**config.mk**
```make
export PLATFORM = sky130hd
export DESIGN_NAME = log_period_square_wave_generator
export DESIGN_NICKNAME = d
export VERILOG_FILES = /design/src/design/lpsw_pkg.sv /design/src/design/log_period_square_wave_generator.sv
export SDC_FILE = /design/constraint.sdc
export NUM_CORES = 1
export LEC_CHECK = 0
export BUFFER_PORTS_ARGS = -buffer_cell sky130_fd_sc_hd__buf_2
export CAP_MARGIN = 20
export CORE_UTILIZATION = 55
export DETAILED_ROUTE_END_ITERATION = 8
export PLACE_DENSITY = 0.78
export SLEW_MARGIN = 15
export SYNTH_ARGS = -nofsm -noshare
export SYNTH_HDL_FRONTEND = slang
export SYNTH_SLANG_ARGS = --single-unit
```
**constraint.sdc**
```tcl
create_clock -name clk -period 8.41 [get_ports clk]
set_input_delay 0.4205 -clock clk [delete_from_list [all_inputs] [get_ports clk]]
set_output_delay 0.4205 -clock clk [all_outputs]
set_load 0.05 [all_outputs]
```
**src/design/lpsw_pkg.sv**
```systemverilog
// ----------------------------------------------------------------------------
// lpsw_pkg
// Types, constants and the period curve for the square-wave generator.
// ----------------------------------------------------------------------------
package lpsw_pkg;

  localparam int KNOB_W   = 10;
  localparam int LEVEL_W  = 8;
  localparam int PERIOD_W = 16;
  localparam int COUNT_W  = 7;
  localparam int SUM_W    = KNOB_W + 1;
  localparam int ADDR_W   = 4;
  localparam int DATA_W   = 32;

  typedef logic [KNOB_W-1:0]   knob_t;
  typedef logic [LEVEL_W-1:0]  level_t;
  typedef logic [PERIOD_W-1:0] period_t;
  typedef logic [COUNT_W-1:0]  count_t;
  typedef logic [SUM_W-1:0]    sum_t;

  typedef enum logic {
    OP_KNOB = 1'b0,
    OP_TICK = 1'b1
  } op_t;

  typedef enum logic [1:0] {
    REG_FREQ_OFFSET      = 2'd0,
    REG_BACKGROUND_LEVEL = 2'd1,
    REG_PEDAL_LEVEL      = 2'd2
  } reg_idx_t;

  localparam knob_t   RST_FREQ_OFFSET      = 10'd132;
  localparam level_t  RST_BACKGROUND_LEVEL = 8'd10;
  localparam level_t  RST_PEDAL_LEVEL      = 8'd90;
  localparam period_t RST_HALF             = 16'h4000;
  localparam period_t RST_COMPARE          = 16'd2560;
  localparam period_t TAIL_PERIOD          = 16'd8;

  localparam int TOGGLE_BIT = 6;

  // piecewise-linear decaying curve, 13 segments of 128 sums each
  function automatic period_t curve_total(input sum_t x);
    logic [16:0] xw;
    logic [16:0] r;
    begin
      xw = {6'd0, x};
      case (x[SUM_W-1:7])
        4'd0:    r = 17'd65535 - (xw << 8);
        4'd1:    r = 17'd49152 - (xw << 7);
        4'd2:    r = 17'd32768 - (xw << 6);
        4'd3:    r = 17'd20480 - (xw << 5);
        4'd4:    r = 17'd12288 - (xw << 4);
        4'd5:    r = 17'd7168  - (xw << 3);
        4'd6:    r = 17'd4096  - (xw << 2);
        4'd7:    r = 17'd2304  - (xw << 1);
        4'd8:    r = 17'd1280  - xw;
        4'd9:    r = 17'd704   - (xw >> 1);
        4'd10:   r = 17'd384   - (xw >> 2);
        4'd11:   r = 17'd208   - (xw >> 3);
        4'd12:   r = 17'd112   - (xw >> 4);
        default: r = {1'b0, TAIL_PERIOD};
      endcase
      return r[PERIOD_W-1:0];
    end
  endfunction

endpackage

```
**src/design/log_period_square_wave_generator.sv**
```systemverilog
// ----------------------------------------------------------------------------
// log_period_square_wave_generator
// Square wave whose period follows a decaying curve of a frequency knob,
// with the split between half-periods set by a duty knob.
// ----------------------------------------------------------------------------
// An accepted word passes through the input stage and then the result stage to its result word.
// Throughput: one word per cycle unless out_stall holds the result stage; the curve
// lookup sits in the input stage, the 16x10 duty multiply and tick logic in the result stage.
// Reset: synchronous, active low; restores registers, half-periods, counter,
// phase and outputs to their initial values and empties both stages.
// ----------------------------------------------------------------------------
module log_period_square_wave_generator (
  input  logic                          clk,
  input  logic                          rst_n,
  input  logic                          in_valid,
  output logic                          in_stall,
  input  logic                          in_operation,
  input  lpsw_pkg::knob_t               in_freq_knob,
  input  lpsw_pkg::knob_t               in_duty_knob,
  output logic                          out_valid,
  input  logic                          out_stall,
  output logic                          out_pin_high,
  output lpsw_pkg::level_t              out_pwm_level,
  output lpsw_pkg::period_t             out_compare_period,
  output logic                          out_toggled,
  input  logic                          cfg_psel,
  input  logic                          cfg_penable,
  input  logic                          cfg_pwrite,
  input  logic [lpsw_pkg::ADDR_W-1:0]   cfg_paddr,
  input  logic [lpsw_pkg::DATA_W-1:0]   cfg_pwdata,
  output logic [lpsw_pkg::DATA_W-1:0]   cfg_prdata,
  output logic                          cfg_pready
);
  import lpsw_pkg::*;

  knob_t   freq_offset_r;
  level_t  background_level_r;
  level_t  pedal_level_r;

  logic    s1_valid_r;
  op_t     s1_op_r;
  period_t s1_total_r;
  knob_t   s1_duty_r;

  period_t first_half_r;
  period_t second_half_r;
  count_t  tick_count_r;
  logic    phase_r;
  logic    pin_r;
  level_t  level_r;
  period_t compare_r;

  logic    out_valid_r;
  logic    out_toggled_r;

  logic    adv;
  logic    take;
  logic    cfg_wr;
  reg_idx_t cfg_idx;

  sum_t        knob_sum;
  logic [25:0] duty_prod;
  period_t     p1;
  period_t     first_half_nxt;
  period_t     second_half_nxt;
  count_t      tick_inc;
  count_t      tick_count_nxt;
  logic        toggle;

  assign cfg_pready = 1'b1;
  assign cfg_wr     = cfg_psel & cfg_penable & cfg_pwrite & cfg_pready;
  assign cfg_idx    = reg_idx_t'(cfg_paddr[ADDR_W-1:2]);

  always_comb begin
    case (cfg_idx)
      REG_FREQ_OFFSET:      cfg_prdata = {{(DATA_W-KNOB_W){1'b0}}, freq_offset_r};
      REG_BACKGROUND_LEVEL: cfg_prdata = {{(DATA_W-LEVEL_W){1'b0}}, background_level_r};
      REG_PEDAL_LEVEL:      cfg_prdata = {{(DATA_W-LEVEL_W){1'b0}}, pedal_level_r};
      default:              cfg_prdata = '0;
    endcase
  end

  assign adv      = s1_valid_r & (~out_valid_r | ~out_stall);
  assign in_stall = s1_valid_r & ~adv;
  assign take     = in_valid & ~in_stall;

  assign knob_sum = {1'b0, in_freq_knob} + {1'b0, freq_offset_r};

  assign duty_prod = {10'd0, s1_total_r} * {16'd0, s1_duty_r};
  assign p1        = (duty_prod[25:10] == '0) ? 16'd1 : duty_prod[25:10];

  assign tick_inc = tick_count_r + 7'd1;
  assign toggle   = (s1_op_r == OP_TICK) & tick_inc[TOGGLE_BIT];

  always_comb begin
    first_half_nxt  = first_half_r;
    second_half_nxt = second_half_r;
    tick_count_nxt  = tick_count_r;
    if (s1_op_r == OP_KNOB) begin
      first_half_nxt  = p1;
      second_half_nxt = s1_total_r - p1;
    end else begin
      tick_count_nxt = toggle ? '0 : tick_inc;
    end
  end

  always_ff @(posedge clk) begin
    if (!rst_n) begin
      freq_offset_r      <= RST_FREQ_OFFSET;
      background_level_r <= RST_BACKGROUND_LEVEL;
      pedal_level_r      <= RST_PEDAL_LEVEL;
    end else if (cfg_wr) begin
      case (cfg_idx)
        REG_FREQ_OFFSET:      freq_offset_r      <= cfg_pwdata[KNOB_W-1:0];
        REG_BACKGROUND_LEVEL: background_level_r <= cfg_pwdata[LEVEL_W-1:0];
        REG_PEDAL_LEVEL:      pedal_level_r      <= cfg_pwdata[LEVEL_W-1:0];
        default: ;
      endcase
    end
  end

  // input stage
  always_ff @(posedge clk) begin
    if (!rst_n) begin
      s1_valid_r <= 1'b0;
    end else if (take) begin
      s1_valid_r <= 1'b1;
    end else if (adv) begin
      s1_valid_r <= 1'b0;
    end
  end

  always_ff @(posedge clk) begin
    if (take) begin
      s1_op_r    <= op_t'(in_operation);
      s1_total_r <= curve_total(knob_sum);
      s1_duty_r  <= in_duty_knob;
    end
  end

  // result stage and generator state
  always_ff @(posedge clk) begin
    if (!rst_n) begin
      out_valid_r   <= 1'b0;
      out_toggled_r <= 1'b0;
      first_half_r  <= RST_HALF;
      second_half_r <= RST_HALF;
      tick_count_r  <= '0;
      phase_r       <= 1'b0;
      pin_r         <= 1'b0;
      level_r       <= '0;
      compare_r     <= RST_COMPARE;
    end else begin
      if (adv) begin
        out_valid_r   <= 1'b1;
        out_toggled_r <= toggle;
        first_half_r  <= first_half_nxt;
        second_half_r <= second_half_nxt;
        tick_count_r  <= tick_count_nxt;
        if (toggle) begin
          phase_r <= ~phase_r;
          if (!phase_r) begin
            pin_r     <= 1'b0;
            level_r   <= pedal_level_r;
            compare_r <= first_half_r;
          end else begin
            pin_r     <= 1'b1;
            level_r   <= background_level_r;
            compare_r <= second_half_r;
          end
        end
      end else if (!out_stall) begin
        out_valid_r <= 1'b0;
      end
    end
  end

  assign out_valid          = out_valid_r;
  assign out_pin_high       = pin_r;
  assign out_pwm_level      = level_r;
  assign out_compare_period = compare_r;
  assign out_toggled        = out_toggled_r;

endmodule
```
# --- Word level (Yosys, flattened, before mapping) ---
# Cells that the tools add are included.
totals:
  in_bits: 64
  n_memories: 0
  ramBits: 0
  wordCells: 82
  out_inout_bits: 61
  romBits: 0
  regBits: 121
  latchBits: 0
op_classes:
  mul: 1
  shifts: 0
  div_mod_pow: 0
  reduce_logical: 10
  addsub: 16
  bitwise: 13
  magnitude_cmp: 0
  n_eq_ne: 15
  mux: 11
op_table:
  columns: ["op", "n"]
  rows:
  - ["$pmux 16 s13", 1]
  - ["$sub 16x16->16 const A", 3]
  - ["$mux 16", 2]
  - ["$pmux 10 s3", 1]
  - ["$mul 16x10->26", 1]
  - ["$eq 4x4->1 const B", 5]
  - ["$eq 4x3->1 const B", 4]
  - ["$logic_not 16->1", 1]
  - ["$sub 14x15->16 const A", 1]
  - ["$sub 15x16->16 const A", 1]
  - ["$sub 16x16->16", 1]
  - ["$sub 13x14->15 const A", 1]
  - ["$sub 13x13->14 const A", 1]
  - ["$sub 12x12->13 const A", 1]
  - ["$reduce_and 2->1", 6]
  - ["$sub 11x11->12 const A", 1]
  - ["$add 10x10->11", 1]
  - ["$sub 10x10->11 const A", 1]
  - ["$sub 9x9->10 const A", 1]
  - ["$sub 8x8->9 const A", 1]
  - ["$eq 4x2->1 const B", 2]
  - ["$mux 8", 1]
  - ["$sub 7x7->8 const A", 1]
  - ["$add 7x1->7 const B", 1]
  - ["other kinds (12)", 26]

# --- Logic depth before layout (Yosys ltp) ---
# Gate-level depths: netlist of run 1.
logic_depth:
  ltp_word: 8
  ltp_mapped: 34

# --- Worst setup path after synthesis of run 1 ---
# OpenSTA, ideal clock, no wires.
synth_path:
  kind: "register -> register"
  from: "register s1_duty_r[3]"
  to: "register second_half_r[14]"
  n_path_buf: 2
  arrival_time_ns: 7.914
  slack_ns: 0.355
  path_stages_with_launch: 34
  period_less_slack_ns: 8.055
  required_time_ns: 8.269
  path_cell_list: "edfxtp_1 > clkbuf_1 > nand2_1 > fa_1 > inv_1 > fa_1 > fa_1 > fa_1 > inv_1 > fa_1 > inv_1 > ha_1 > buf_6 > a21oi_1 > o21ai_1 > or3_1 > o21ai_2 > nand2_1 > xor2_1 > or4_1 > nor4_2 > or2_1 > ha_1 > inv_1 > fa_1 > a21o_1 > a21oi_1 > o21bai_1 > a211oi_1 > nor3_1 > nor3_1 > o311ai_0 > xnor2_1 > o211ai_1"
synth_between:
  elab_chain_cells: 4
synth_lines:
  columns: ["element", "line", "source"]
  rows:
  - ["start: declaration", "log_period_square_wave_generator.sv:43", "knob_t s1_duty_r;"]
  - ["start signal: assignment", "log_period_square_wave_generator.sv:137", "s1_duty_r <= in_duty_knob;"]
  - ["$mul 16x10->26 (*)", "log_period_square_wave_generator.sv:89", "assign duty_prod = {10'd0, s1_total_r} * {16'd0, s1_duty_r};"]
  - ["$logic_not 16->1", "log_period_square_wave_generator.sv:90", "assign p1 = (duty_prod[25:10] == '0) ? 16'd1 : duty_prod[25:10];"]
  - ["$mux 16 (*)", "log_period_square_wave_generator.sv:90", null]
  - ["net p1[0]", "log_period_square_wave_generator.sv:63", "period_t p1;"]
  - ["$sub 16x16->16 (*)", "log_period_square_wave_generator.sv:101", "second_half_nxt = s1_total_r - p1;"]
  - ["end signal: assignment", "log_period_square_wave_generator.sv:158", "second_half_r <= second_half_nxt;"]
  - ["end: declaration", "log_period_square_wave_generator.sv:46", "period_t second_half_r;"]
# Mark *: on every way through the listed nets, which the timed path passes. The rest lies on a longest branch.
# A chain may end at the register's enable or synchronous reset.

# --- Worst setup path after layout of run 1 ---
layout_path:
  from: "register s1_total_r[5]"
  to: "register second_half_r[14]"
layout_between:
  elab_chain_cells: 4
layout_lines:
  columns: ["element", "line", "source"]
  rows:
  - ["start: declaration", "log_period_square_wave_generator.sv:42", "period_t s1_total_r;"]
  - ["start signal: assignment", "log_period_square_wave_generator.sv:136", "s1_total_r <= curve_total(knob_sum);"]
  - ["$mul 16x10->26 (*)", "log_period_square_wave_generator.sv:89", null]
  - ["$logic_not 16->1", "log_period_square_wave_generator.sv:90", null]
  - ["$mux 16 (*)", "log_period_square_wave_generator.sv:90", null]
  - ["net p1[0]", "log_period_square_wave_generator.sv:63", null]
  - ["$sub 16x16->16 (*)", "log_period_square_wave_generator.sv:101", null]
# Marks and branches as above.

==> metrics, run 1 <==
result of the run=finished with violations; failing checks=DRC; clock root cell=clkbuf_16; Fillers=1801; Max Cap Viol=0; Layout Utilization=about 64%; crit end category=flip-flop; Worst setup endpoint=second_half_r[14]; Max Fclk=around 0.12 GHz; Slew headroom=a little under a third; total CTS buffers=17; Worst Path Required=between 8 and 9 ns; WL per Instance=around 17 µm; setup repair after global routing missed its margin=true; Tcrit/Tclk final=between 90% and 100%; FF-to-FF End=second_half_r[14]; sequential fraction of the synthesis area=about 22%; dominant synthesized flop cell=dfxtp_1; vias in the first global route=just under 10000; first-pass GRT wire length=a little under 50000 µm; Final Max Tran Viols=0; Syn Std Cell Area=around 12000 µm²; Iter 0 DRT Violations=~600; Tmin final=8.13 ns; initial antenna violation count=0; FP Rows=54; largest net degree at the start of global routing=93; DR pass1 iterations=7; Max Buffers Root-to-Sink=2; I/O pin count=roughly 130; type of the worst setup path=reg -> reg; Core Box Area=21800 µm²; Post-synth EDFFs=27; Post-Synthesis Cells=roughly 1400; # hold bufs at CTS=0; CP max-delay cell=edfxtp_1; IO buf count=just under 80; CP Data Arrival Time=approximately 8.4 ns; Die Wd=151 µm; area delta synth->final=14.5%; fraction of registers with async set/reset=0%; worst min path class=in -> reg; die height=roughly 150 µm; skew final=0.0131 ns; endpoints failing setup=0; reg2reg path depth=31; # DRC=1; CTS Sinks=around 120; via/cell ratio=around 5.7; Setup crit start kind=flip-flop; crit-path most repeated cell=fa_1; Yosys warnings=0; routability cong.=about 0.93; FF-to-FF setup slack=0.28 ns; H-tree depth=4; Crit Path Max Fanout=8; GR Overflow Total=0; vias=10096; most frequent cells in the layout=nand2_1 (208), inv_1 (111), fa_1 (109); Hold Vio Cnt, Final=0; CTS tree=done; commonest non-fill, non-tap cell in the layout=nand2_1; share of cells above drive strength 1=17.2%; all-layer global routing usage=between 20% and 30%; dpl hpwl=22300 µm; Mean Syn Cell Area=8.99 µm²; Initial Util=roughly 56%; worst slew pin tran=between 1 and 1.5 ns; max incr delay on CP=between 0.5 and 0.6 ns; die footprint=~23000 µm²; WL final=29700 µm; RR Startpoint=s1_total_r[5]; post-synth cell types=83; CP Launch Point=s1_total_r[5]; clock latency on the worst-skew pair=~0.43 ns; Layout Nets=about 1700; diode count=0; Antenna Nets Post-Route=0; flops & latches, synth=about 120; clock-pin slew on the worst setup and hold paths=approximately 0.060 ns
[cells in the mapped netlist (25+ instances only)]
library cell | number | share of area [%]
nand3_1 | 35 | 1.4
and2_1 | 108 | 5.5
o21ai_0 | 45 | 1.8
fa_1 | 111 | 18
edfxtp_1 | 27 | 6.6
buf_4 | 25 | 1.5
clkbuf_1 | 51 | 1.6
mux2i_1 | 49 | 4.0
o211a_1 | 26 | 2.1
dfxtp_1 | 94 | 15
ha_1 | 90 | 9.2
xnor2_1 | 29 | 2.1
a21oi_1 | 35 | 1.4
inv_1 | 111 | 3.4
nor2_1 | 30 | 0.92
nand2_1 | 209 | 6.4
[logic make-up after synthesis]
logic type	Yosys count	synth area share, %
simple gates	484	19.8
compound gates	235	13.8
buf+inv	203	7.14
fa+ha+maj	201	27.5
flops	121	22.1
mux	62	5.96
xor+xnor	49	3.69
other cells	2	0.0616
[layer usage]
layer	up-vias	global-route usage, %	wire (µm)
met3	68	3.92	1300
met1	4945	33.6	12700
met5	-	0	0
met4	0	10.3	819
met2	272	46.8	15000
li1	4811	-	-
[flip-flops by register name, indices dropped and copies added, names as in the netlist]
name and count:
second_half_r 16, s1_valid_r 1, out_pin_high 1, phase_r 1
out_valid 1, background_level_r 8, out_pwm_level 8, pedal_level_r 8
s1_op_r 1, tick_count_r 7, s1_total_r 16, first_half_r 16
freq_offset_r 10, out_toggled 1, out_compare_period 16, s1_duty_r 10
[worst min-delay path by stage]
stage	from	slack, ns	cells after the start	endpoint
final	in_duty_knob[7]	0.17	1	s1_duty_r[7]
after global routing	in_duty_knob[4]	0.17	1	s1_duty_r[4]
after CTS	in_duty_knob[7]	0.15	1	s1_duty_r[7]
after detailed placement	second_half_r[12]	0.46	2	second_half_r[12]
after global placement	second_half_r[15]	0.45	2	second_half_r[15]
after floorplan	second_half_r[15]	0.44	2	second_half_r[15]
[metrics by stage]
step	instances	cell area (µm²)	TNS [ns]	hold slack [ns]	setup WS (ns)
2_1_floorplan	1378	12300	0	0.436	0.355
3_3_place_gp	1714	13100	0	0.450	0.0471
3_5_place_dp	1714	13100	-0.0787	0.461	-0.0787
4_1_cts	1757	13800	0	0.154	0.0443
5_1_grt	1766	14000	-0.402	0.165	-0.250
6_report	1766	14000	0	0.169	0.279
[worst max-delay path: cells and delay by family (launching register included)]
family                   cells  cell delay (ns)
AND/OR/NAND/NOR              9             1.65
adder cells (fa/ha/maj)      8             3.33
buffers and inverters        4             0.45
AO/OA/AOI/OAI                8             1.54
flip-flops                   1             0.58
XOR/XNOR                     2             0.42
[what timing repair did]
| action | in CTS | in global routing |
|---|---|---|
| resized for setup | 2 | 18 |
| setup buffers | 11 | 9 |
| endpoints found under the hold margin | 0 | 0 |
| setup endpoints to repair | 3 | 5 |
| pin swaps | 2 | 11 |
[cell type report]
cell class / instances / area [µm²] / area share (%)
repair buffers: 166 / 1090 / 7.82
well taps: 280 / 350 / 2.51
flip-flops and latches: 121 / 2690 / 19.3
inverters: 113 / 424 / 3.04
clock inverters: 12 / 139 / 0.995
multi-input cells: 1054 / 8800 / 63.1
clock buffers: 20 / 457 / 3.27
Power of run 1 is not shown: default switching activity piles up to over one toggle a cycle in this logic, so the estimate is an artifact.
==> run 2: changes to the inputs <==
--- a/config.mk
+++ b/config.mk
@@ -5,11 +5,13 @@
 export SDC_FILE = /design/constraint.sdc
 export NUM_CORES = 1
 export LEC_CHECK = 0
+export ABC_AREA = 1
 export BUFFER_PORTS_ARGS = -buffer_cell sky130_fd_sc_hd__buf_2
 export CAP_MARGIN = 20
-export CORE_UTILIZATION = 55
+export CORE_UTILIZATION = 56
 export DETAILED_ROUTE_END_ITERATION = 8
-export PLACE_DENSITY = 0.78
+export GPL_TIMING_DRIVEN = 1
+export PLACE_DENSITY = 0.79
 export SLEW_MARGIN = 15
 export SYNTH_ARGS = -nofsm -noshare
 export SYNTH_HDL_FRONTEND = slang
==> run 2 against run 1 <==
  * The run now ends clean
  * Non-clock buffer count decreased by 85
  * Register-to-register slack improved by 0.58 ns
  * Hold slack got worse by 0.0015 ns
  * Synthesized area increased by 4.5%
  * Clock skew increased by 0.0056 ns
  * Critical path depth increased by 3
  * Critical path type unchanged
  * Critical endpoint is now second_half_r[12]
  * Largest cell class unchanged
==> metrics, run 2 <==
result of the run=completed; worst slew pin tran=0.790 ns (-0.243 ns); sequential fraction of the synthesis area=21.1% (-0.95 points); FF-to-FF End=second_half_r[12]; fraction of registers with async set/reset=0% (unchanged); area delta synth->final=8.59%; RR Startpoint=s1_duty_r[3]; routability cong.=0.950 (+2.1%); I/O pin count=125 (unchanged); clock latency on the worst-skew pair=0.42 ns (about the same); most frequent cells in the layout=nand2_1 (531), inv_1 (347), nor2_1 (119); first-pass GRT wire length=55400 µm (+15%); GR Overflow Total=0 (unchanged); Max Fclk=0.132 GHz (+7.6%); initial antenna violation count=0 (unchanged); FP Rows=54 (unchanged); setup bufs post-CTS=0 (-11); skew final=0.0187 ns (+0.00559 ns); Layout Nets=2112 (+22%); Slew headroom=47.2% (+16 points); Commonest cells post-synth=nand2_1 (531), inv_1 (347), nor2_1 (120); Post-Synthesis Cells=1809 (+33%); dominant synthesized flop cell=dfxtp_1; CP Launch Point=s1_duty_r[3]; Yosys warnings=0 (unchanged); total CTS buffers=17 (unchanged); count leader, synth=nand2_1; largest cells by area after synthesis=fa_1 (17%), nand2_1 (16%), dfxtp_1 (15%); via/cell ratio=5.35 (-6.4%); IO buf count=77 (unchanged); vias in the first global route=11559 (+16%); WL per Instance=15.1 µm (-10%); Hold Vio Cnt, Final=0 (unchanged); FF-to-FF setup slack=0.86 ns (+0.58 ns); Tmin final=7.55 ns (-0.576 ns); Syn Std Cell Area=12700 µm² (+4.5%); endpoints failing setup=0 (unchanged); CP max-delay cell=edfxtp_1; post-CTS resize count=0 (-2); post-synth cell types=47 (-43%); Post-synth EDFFs=27 (unchanged); DP Area=13200 µm² (+0.46%); Placement Setup Slack=1.06 ns (+1.14 ns); Worst setup endpoint=second_half_r[12]; CTS Sinks=121 (unchanged); Worst Path Required=8.71 ns (+0.04 ns); Mean Syn Cell Area=7.04 µm² (-22%); commonest non-fill, non-tap cell in the layout=nand2_1; Initial Util=57.7% (+1.6 points); Multi-input gate area=8380 µm² (-4.8%); diode count=0 (unchanged); vias=11457 (+13%); top cell type's share of synthesized area=17.4% (-0.78 points); post-route worst setup slack=0.855 ns (+0.576 ns); Setup crit start kind=flip-flop; Die Wd=153 µm (+1.3%); CP Data Arrival Time=7.85 ns (-0.54 ns); Antenna Nets Post-Route=0 (unchanged); worst min path class=in -> reg; Max Cap Viol=0 (unchanged); reg2reg path depth=34 (+9.7%); Yosys top cell by area=fa_1; clock-pin slew on the worst setup and hold paths=0.06 ns (about the same); largest net degree at the start of global routing=60 (-35%); Fillers=2000 (+11%); flops & latches, synth=121 (unchanged); die height=153 µm (+1.3%); # DRC=0 (-1); Core Box Area=22100 µm² (+1.6%); all-layer global routing usage=29.2% (+2.3 points); Reg area=2690 µm² (unchanged); Tcrit/Tclk final=89.8% (-6.9 points); die footprint=23400 µm² (+2.6%); CTS tree=done; clock root cell=clkbuf_16; post-route cell area=13800 µm² (-0.87%); type of the worst setup path=reg -> reg; Final Max Tran Viols=0 (unchanged); Max Buffers Root-to-Sink=2 (unchanged); # hold bufs at CTS=0 (unchanged); share of cells above drive strength 1=8.33% (-8.8 points); DR pass1 iterations=6 (-1); dpl hpwl=24600 µm (+10%); WL final=32400 µm (+8.9%); setup repair after global routing missed its margin=false; crit end category=flip-flop; max incr delay on CP=0.76 ns (+0.18 ns); Worst Hold Slack=0.167 ns (-0.00150 ns); H-tree depth=4 (unchanged); Crit Path Max Fanout=16 (+8); Iter 0 DRT Violations=849 (+41%); Sum Neg Setup Slack=0 ns (unchanged)
-- run 2: cell count changes after synthesis, moves of 14 or more --
cell      change
nor2_1       +90
mux2i_1      -49
nor2b_1      -20
and2_1      -106
o21ai_0      +27
o211a_1      -26
nand2_1     +322
a21oi_1      +35
xnor2_1      -23
o211ai_1     +14
inv_1       +236
nand3_1      +34
a21boi_0     -17
a31oi_1      +17
-- run 2: routing by layer --
| metal | vias to the layer above | share of wire (%) | routed length (µm) | global-route usage (%) |
|---|---|---|---|---|
| li1 | 5635 | - | - | - |
| met1 | 5426 | 42 | 13700 | 36.6 |
| met2 | 338 | 51 | 16400 | 52.6 |
| met3 | 58 | 5.0 | 1630 | 3.54 |
| met4 | 0 | 2.2 | 723 | 8.75 |
| met5 | - | 0 | 0 | 0 |
-- run 2: worst max-delay path, delay by kind of cell (launching register included) --
kind | cells | cell delay, ns
DFF | 1 | 0.76
AOI/OAI and AO/OA | 4 | 0.71
buffers and inverters | 6 | 0.35
adders and majority gates | 8 | 3.51
xor gates and xnor gates | 1 | 0.16
and+or+nand+nor | 15 | 1.90
-- run 2: stage by stage --
step	std cells	util [%]
finish	2140	62.6
global route	2140	62.6
CTS	2139	62.5
detailed placement	2107	59.6
global placement	2107	59.6
floorplan	1830	-
-- run 2: worst min path at each step --
stage,slack (ns),endpoint,depth (start not counted),from
2_1_floorplan,0.43,tick_count_r[5],2,tick_count_r[5]
3_5_place_dp,0.45,second_half_r[14],2,second_half_r[14]
3_3_place_gp,0.45,tick_count_r[5],2,tick_count_r[5]
6_report,0.17,s1_duty_r[8],1,in_duty_knob[8]
4_1_cts,0.16,s1_duty_r[8],1,in_duty_knob[8]
5_1_grt,0.16,s1_duty_r[1],1,in_duty_knob[1]
-- run 2: kinds of logic (layout without fill, tap and decap cells) --
group,Yosys count,in the layout,synth area share (%)
other,2,23,0.0589
buffers and inverters,441,471,13.7
AOI/OAI and AO/OA,234,234,10.9
and+or+nand+nor,780,780,25.4
adders and majority gates,201,201,26.3
xor gates and xnor gates,30,30,2.53
DFF,121,121,21.1
-- run 2: layout make-up --
cell class / instances / area share, %
timing repair buffer: 81 / 3.15
sequential: 121 / 19.5
clock inverter: 11 / 1.11
multi-input combinational: 1268 / 60.6
clock buffer: 21 / 3.48
inverter: 358 / 9.71
tap: 280 / 2.53
Power of run 2 is left out for the same reason.
